[config.mk]
export PLATFORM = sky130hd
export DESIGN_NAME = cbbp_ctrl
export DESIGN_NICKNAME = d
export VERILOG_FILES = /design/src/rtl/cbbp_pkg.sv /design/src/rtl/cbbp_ctrl.sv
export SDC_FILE = /design/constraint.sdc
export NUM_CORES = 1
export LEC_CHECK = 0
export BUFFER_PORTS_ARGS = -buffer_cell sky130_fd_sc_hd__buf_2
export CORE_AREA = 2 2 40 45
export CTS_CLUSTER_DIAMETER = 150
export DETAILED_ROUTE_END_ITERATION = 7
export DIE_AREA = 0 0 42 47
export GPL_ROUTABILITY_DRIVEN = 0
export PLACE_DENSITY = 0.79
export SLEW_MARGIN = 20
export SYNTH_ARGS = -nofsm -noshare
export SYNTH_HDL_FRONTEND = slang
export SYNTH_SLANG_ARGS = --single-unit
[constraint.sdc]
create_clock -name clk -period 3.8 [get_ports clk]
set_input_delay 0.19 -clock clk [delete_from_list [all_inputs] [get_ports clk]]
set_output_delay 0.19 -clock clk [all_outputs]
set_load 0.02 [all_outputs]
[src/rtl/cbbp_pkg.sv]
// cbbp_pkg: shared types, constants and command/status structs
// for the component bounding-box perimeter block; no dependencies
`timescale 1ns / 1ps
package cbbp_pkg;

  localparam int MAX_NODES_DEF  = 1024;
  localparam int COORD_BITS_DEF = 27;
  localparam int IDX_BITS       = 10;
  localparam int PERIM_BITS     = 29;
  localparam int FCOORD_BITS    = 27;

  localparam logic [1:0] MODE_POINT  = 2'd0;
  localparam logic [1:0] MODE_EDGE   = 2'd1;
  localparam logic [1:0] MODE_FINISH = 2'd2;
  localparam logic [1:0] MODE_UNUSED = 2'd3;

  localparam logic [1:0] ST_OK    = 2'd0;
  localparam logic [1:0] ST_EMPTY = 2'd1;
  localparam logic [1:0] ST_ERROR = 2'd2;

  typedef struct packed {
    logic [1:0]             mode;
    logic [FCOORD_BITS-1:0] point_x;
    logic [FCOORD_BITS-1:0] point_y;
    logic [IDX_BITS-1:0]    end_a;
    logic [IDX_BITS-1:0]    end_b;
  } in_req_t;

  typedef struct packed {
    logic [PERIM_BITS-1:0] min_perimeter;
    logic [1:0]            status;
  } out_res_t;

  // datapath address source select
  localparam logic [2:0] ASEL_COUNT = 3'd0;
  localparam logic [2:0] ASEL_A     = 3'd1;
  localparam logic [2:0] ASEL_B     = 3'd2;
  localparam logic [2:0] ASEL_CUR   = 3'd3;
  localparam logic [2:0] ASEL_KEEP  = 3'd4;
  localparam logic [2:0] ASEL_GONE  = 3'd5;
  localparam logic [2:0] ASEL_SCAN  = 3'd6;

  typedef struct packed {
    logic       load_req;     // latch request fields
    logic [2:0] addr_sel;     // address for memory reads/writes
    logic       wr_point;     // write new node at count
    logic       wr_parent;    // parent[gone] = keep
    logic       wr_box;       // box[keep] = merged box
    logic       cur_from_a;   // cur = a
    logic       cur_from_b;   // cur = b
    logic       cur_step;     // cur = parent read
    logic       save_ra;      // ra = cur
    logic       save_rb;      // rb = cur
    logic       save_keep;    // latch keep box from read data
    logic       count_inc;
    logic       err_set;
    logic       scan_clr;
    logic       scan_inc;
    logic       scan_eval;    // fold read data into best
    logic       finish;       // emit result and clear counters
  } cbbp_cmd_t;

  typedef struct packed {
    logic full;
    logic edge_bad;
    logic at_root;        // parent read equals cur
    logic roots_same;
    logic scan_done;      // nothing loaded, scan has no entries
    logic scan_last;      // scan index is count-1
  } cbbp_sts_t;

endpackage

[src/rtl/cbbp_ctrl.sv]
// cbbp_ctrl: sequencer for point, edge union and finish scan
// depends on cbbp_pkg
`timescale 1ns / 1ps
module cbbp_ctrl import cbbp_pkg::*; (
  input  logic      clk,
  input  logic      rst_n,
  input  logic      start,
  input  logic [1:0] mode,
  input  cbbp_sts_t sts,
  output logic      busy,
  output logic      out_valid,
  output cbbp_cmd_t cmd
);
  localparam logic [3:0] S_IDLE   = 4'd0;
  localparam logic [3:0] S_DEC    = 4'd1;
  localparam logic [3:0] S_WA_RD  = 4'd2;
  localparam logic [3:0] S_WA_CHK = 4'd3;
  localparam logic [3:0] S_WB_RD  = 4'd4;
  localparam logic [3:0] S_WB_CHK = 4'd5;
  localparam logic [3:0] S_MG_RK  = 4'd6;
  localparam logic [3:0] S_MG_RG  = 4'd7;
  localparam logic [3:0] S_MG_LK  = 4'd8;
  localparam logic [3:0] S_MG_WR  = 4'd9;
  localparam logic [3:0] S_SC_RD  = 4'd10;
  localparam logic [3:0] S_SC_EV  = 4'd11;
  localparam logic [3:0] S_EMIT   = 4'd12;
  localparam logic [3:0] S_WA_ST  = 4'd13;
  localparam logic [3:0] S_WB_ST  = 4'd14;

  logic [3:0] state_r, state_nxt;
  logic [1:0] mode_r;
  logic       out_valid_r, out_valid_nxt;

  always_ff @(posedge clk) begin
    if (!rst_n) begin
      state_r     <= S_IDLE;
      mode_r      <= MODE_POINT;
      out_valid_r <= 1'b0;
    end else begin
      state_r     <= state_nxt;
      out_valid_r <= out_valid_nxt;
      if (start && !busy) begin
        mode_r <= mode;
      end
    end
  end

  assign busy      = (state_r != S_IDLE);
  assign out_valid = out_valid_r;

  always_comb begin
    state_nxt     = state_r;
    out_valid_nxt = 1'b0;
    cmd           = '0;
    cmd.addr_sel  = ASEL_CUR;
    case (state_r)
      S_IDLE: begin
        if (start) begin
          cmd.load_req = 1'b1;
          state_nxt    = S_DEC;
        end
      end
      S_DEC: begin
        case (mode_r)
          MODE_POINT: begin
            if (sts.full) begin
              cmd.err_set = 1'b1;
            end else begin
              cmd.addr_sel  = ASEL_COUNT;
              cmd.wr_point  = 1'b1;
              cmd.count_inc = 1'b1;
            end
            state_nxt = S_IDLE;
          end
          MODE_EDGE: begin
            if (sts.edge_bad) begin
              cmd.err_set = 1'b1;
              state_nxt   = S_IDLE;
            end else begin
              cmd.cur_from_a = 1'b1;
              state_nxt      = S_WA_RD;
            end
          end
          MODE_FINISH: begin
            cmd.scan_clr = 1'b1;
            state_nxt    = S_SC_RD;
          end
          default: state_nxt = S_IDLE;
        endcase
      end
      // root walk for a: read parent, then compare
      S_WA_RD: begin
        state_nxt = S_WA_CHK;
      end
      S_WA_CHK: begin
        if (sts.at_root) begin
          cmd.save_ra    = 1'b1;
          state_nxt      = S_WA_ST;
        end else begin
          cmd.cur_step = 1'b1;
          state_nxt    = S_WA_RD;
        end
      end
      S_WA_ST: begin
        cmd.cur_from_b = 1'b1;
        state_nxt      = S_WB_RD;
      end
      S_WB_RD: begin
        state_nxt = S_WB_CHK;
      end
      S_WB_CHK: begin
        if (sts.at_root) begin
          cmd.save_rb = 1'b1;
          state_nxt   = S_WB_ST;
        end else begin
          cmd.cur_step = 1'b1;
          state_nxt    = S_WB_RD;
        end
      end
      S_WB_ST: begin
        state_nxt = sts.roots_same ? S_IDLE : S_MG_RK;
      end
      S_MG_RK: begin
        cmd.addr_sel = ASEL_KEEP;
        state_nxt    = S_MG_RG;
      end
      S_MG_RG: begin
        cmd.addr_sel  = ASEL_GONE;
        cmd.save_keep = 1'b1;
        state_nxt     = S_MG_LK;
      end
      S_MG_LK: begin
        // box of gone is on the read port now
        cmd.addr_sel  = ASEL_KEEP;
        cmd.wr_box    = 1'b1;
        state_nxt     = S_MG_WR;
      end
      S_MG_WR: begin
        cmd.addr_sel  = ASEL_GONE;
        cmd.wr_parent = 1'b1;
        state_nxt     = S_IDLE;
      end
      S_SC_RD: begin
        cmd.addr_sel = ASEL_SCAN;
        if (sts.scan_done) begin
          state_nxt = S_EMIT;
        end else begin
          state_nxt = S_SC_EV;
        end
      end
      S_SC_EV: begin
        cmd.addr_sel  = ASEL_SCAN;
        cmd.scan_eval = 1'b1;
        cmd.scan_inc  = 1'b1;
        state_nxt     = sts.scan_last ? S_EMIT : S_SC_RD;
      end
      S_EMIT: begin
        cmd.finish    = 1'b1;
        out_valid_nxt = 1'b1;
        state_nxt     = S_IDLE;
      end
      default: state_nxt = S_IDLE;
    endcase
  end

  a_out_after_emit: assert property (@(posedge clk) disable iff (!rst_n)
    out_valid_r |-> $past(state_r) == S_EMIT)
    else $error("result without finish");
  a_no_write_idle: assert property (@(posedge clk) disable iff (!rst_n)
    state_r == S_IDLE |-> !cmd.wr_box && !cmd.wr_parent && !cmd.wr_point)
    else $error("memory write while idle");
  a_load_idle: assert property (@(posedge clk) disable iff (!rst_n)
    cmd.load_req |-> state_r == S_IDLE)
    else $error("request latched while busy");
endmodule

==> run_results.csv <==
group,metric,value,unit
cts,cts.sinks,7,
cts,cts_tree,"built",
cts,insertion_delay,240,ps
critical_path,crit_arrival,1680,ps
worst_hold_path,hp-class,"primary input to register",
logic_synthesis,synth.distinct_cells,32,
power,p_leak,0.000417,uW
timing,finalSetupViolCount,0,
die,core-area,1520,sq um
logic_synthesis,syn_nets,114,
drt,dr_total_vias,798,
cts,cts.clk_slew.worst_paths,50,ps
die,initial_utilization,0.460,
timing,relSlewSlack,0.633,
drt,wl,1.70,mm
logic_synthesis,synthCells,100,
critical_path,cp_max_fo,12,
flow_run,drv_cap,0,
power,ir_worst_vdd,0.199,mV
die,num_io_pins,32,
drt,remaining_drc_errors,0,
run_status,status,"finished, final reports clean",
drt,vias_per_cell,5.54,
place,dp_slack,2220,ps
cts,htree_num_levels,1,
critical_path,worst_setup_path_start_kind,"register",
power,p_per_area,284,nW/um^2
grt,grt_max_degree,18,
drt,ant_nets,0,
cts,cts_buffers,3,
finish,layout.nets,142,
place,port_buffers,31,
critical_path,critPathKind,"register to output port",
finish,synthToLayoutAreaGrowth,21.5,%
die,die_w,42,um
finish,stdcell_area,850,sq um
timing,fin_ws,1930,ps
timing,rsz0062_at_grt,"no",
critical_path,required,3610,ps
cts,cts_resized,0,
timing,hold_ws,212,ps
grt,grt_pass1_vias,739,
cts,cts_hold_buf,0,
cts,cts_buffer_depth,2,
timing,tightest_slew,550,ps
die,dieArea,1970,sq um
cts,post_cts.repair.setup_buffers,0,
timing,fin_tns_setup,0,ps
drt,routedWlPerCell,11.8,um
grt,antenna_found_initial,0,
timing,finalCritPeriodShare,0.493,
grt,grt-ovfl-total,0,
timing,fmax,0.534,GHz
drt,drt-initial-drc-count,20,
die,die_y,47,um
finish,layout_commonest_cell,"buf_2",
cts,clock_tree.root_cell,"clkbuf_4",
place,dp_hpwl,1.39,mm
timing,slew_violations,0,
logic_synthesis,ys_ff_latch,7,
logic_synthesis,syn_avg_cell_area,6.99,sq um
drt,firstDrtPassIters,4,
finish,drive_above_1_share,0.299,
finish,fin_util,0.559,
critical_path,end_kind,"output port",
grt,grt_use_total,0.191,
logic_synthesis,ys_warn_count,0,
grt,grt_pass1_wl,2.99,mm
finish,most-common-layout-cells,"buf_2, nor2_1, nand2_1",
die,rows,15,
logic_synthesis,synth_area,699,sq um
place,dpl_cell_area,823,sq um
timing,finalCriticalPeriod,1870,ps
timing,finClkSkew,2.09,ps
finish,insertedDiodeCount,0,
logic_synthesis,ys_seq_area_frac,0.200,
timing,final-hold-violation-count,0,
through the flow:
| stage | total power, uW | std cells |
|---|---|---|
| after floorplan | 153 | 100 |
| after global placement | 177 | 140 |
| after detailed placement | 179 | 140 |
| after CTS | 243 | 144 |
| after global routing | 259 | 144 |
| final | 241 | 144 |
final cells by class:
| type | instances | area [sq um] |
|---|---|---|
| clock buffers | 4 | 26.3 |
| multi-input cells | 80 | 488 |
| well taps | 17 | 21.3 |
| repair buffers | 31 | 155 |
| inverters | 5 | 18.8 |
| flip-flops and latches | 7 | 140 |
| fillers | 158 | 671 |
where the power goes:
group / total [uW] / leakage [uW] / switching (uW) / internal (uW)
clock network: 63.3 / 0.0000150 / 23.5 / 39.8
logic: 90.4 / 0.000345 / 54.8 / 35.7
registers: 87.4 / 0.0000571 / 9.42 / 78.0
total: 241 / 0.000417 / 87.7 / 153
final timing paths:
kind | start | endpoint | slack, ps | cells after the start
worst max-delay path | state_r[0] | cmd[15] | 1930 | 5
worst min-delay path | mode[0] | mode_r[0] | 210 | 3
worst max register to register | state_r[1] | state_r[3] | 2210 | 4
worst min register to register | mode_r[0] | mode_r[0] | 560 | 2
flip-flops by register name (all words and copies together) (netlist names):
register and count:
mode_r 2, out_valid 1, state_r 4
worst max-delay path, cell delays in order, from the launching register on:
cell and delay [ps]:
dfxtp_1 550, nand2b_1 180, nor3_1 200, a21oi_1 60
o2bb2a_1 300, buf_2 160
Yosys cell counts, drive strengths merged:
cell | number | area, sq um
nor2 | 13 | 51.3
xnor2 | 1 | 8.76
mux2i | 4 | 40.0
dfxtp | 7 | 140
a32oi | 1 | 8.76
a31oi | 1 | 6.26
o21ai | 7 | 35.0
o2bb2a | 1 | 10.0
inv | 5 | 18.8
nand4 | 1 | 6.26
ha | 3 | 37.5
o31a | 1 | 8.76
and2b | 2 | 17.5
and3 | 5 | 31.3
nor3b | 1 | 7.51
a211oi | 1 | 7.51
or2 | 1 | 6.26
nor2b | 5 | 31.3
nor3 | 6 | 30.0
nand3 | 3 | 15.0
o21a | 2 | 15.0
nand2 | 8 | 30.0
o221ai | 1 | 8.76
nand2b | 5 | 31.3
buf | 8 | 52.6
a22oi | 1 | 7.51
o221a | 1 | 11.3
a21oi | 5 | 25.0
logic make-up (layout without fill, tap and decap cells):
logic type | after synthesis | count (layout) | share of synthesized area
AND/OR/NAND/NOR | 50 | 50 | 0.369
AO/OA/AOI/OAI | 22 | 22 | 0.206
buffers and inverters | 13 | 40 | 0.102
flip-flops | 7 | 7 | 0.200
multiplexers | 4 | 4 | 0.0572
adder cells (fa/ha/maj) | 3 | 3 | 0.0537
XOR/XNOR | 1 | 1 | 0.0125
per-layer routing:
layer,up-vias,share of wire,GRT usage
met3,0,0.058,0.0231
met5,-,0,0
li1,403,-,-
met4,0,0,0.0581
met1,359,0.43,0.234
met2,36,0.51,0.359
(Power assumes the default switching activity.)
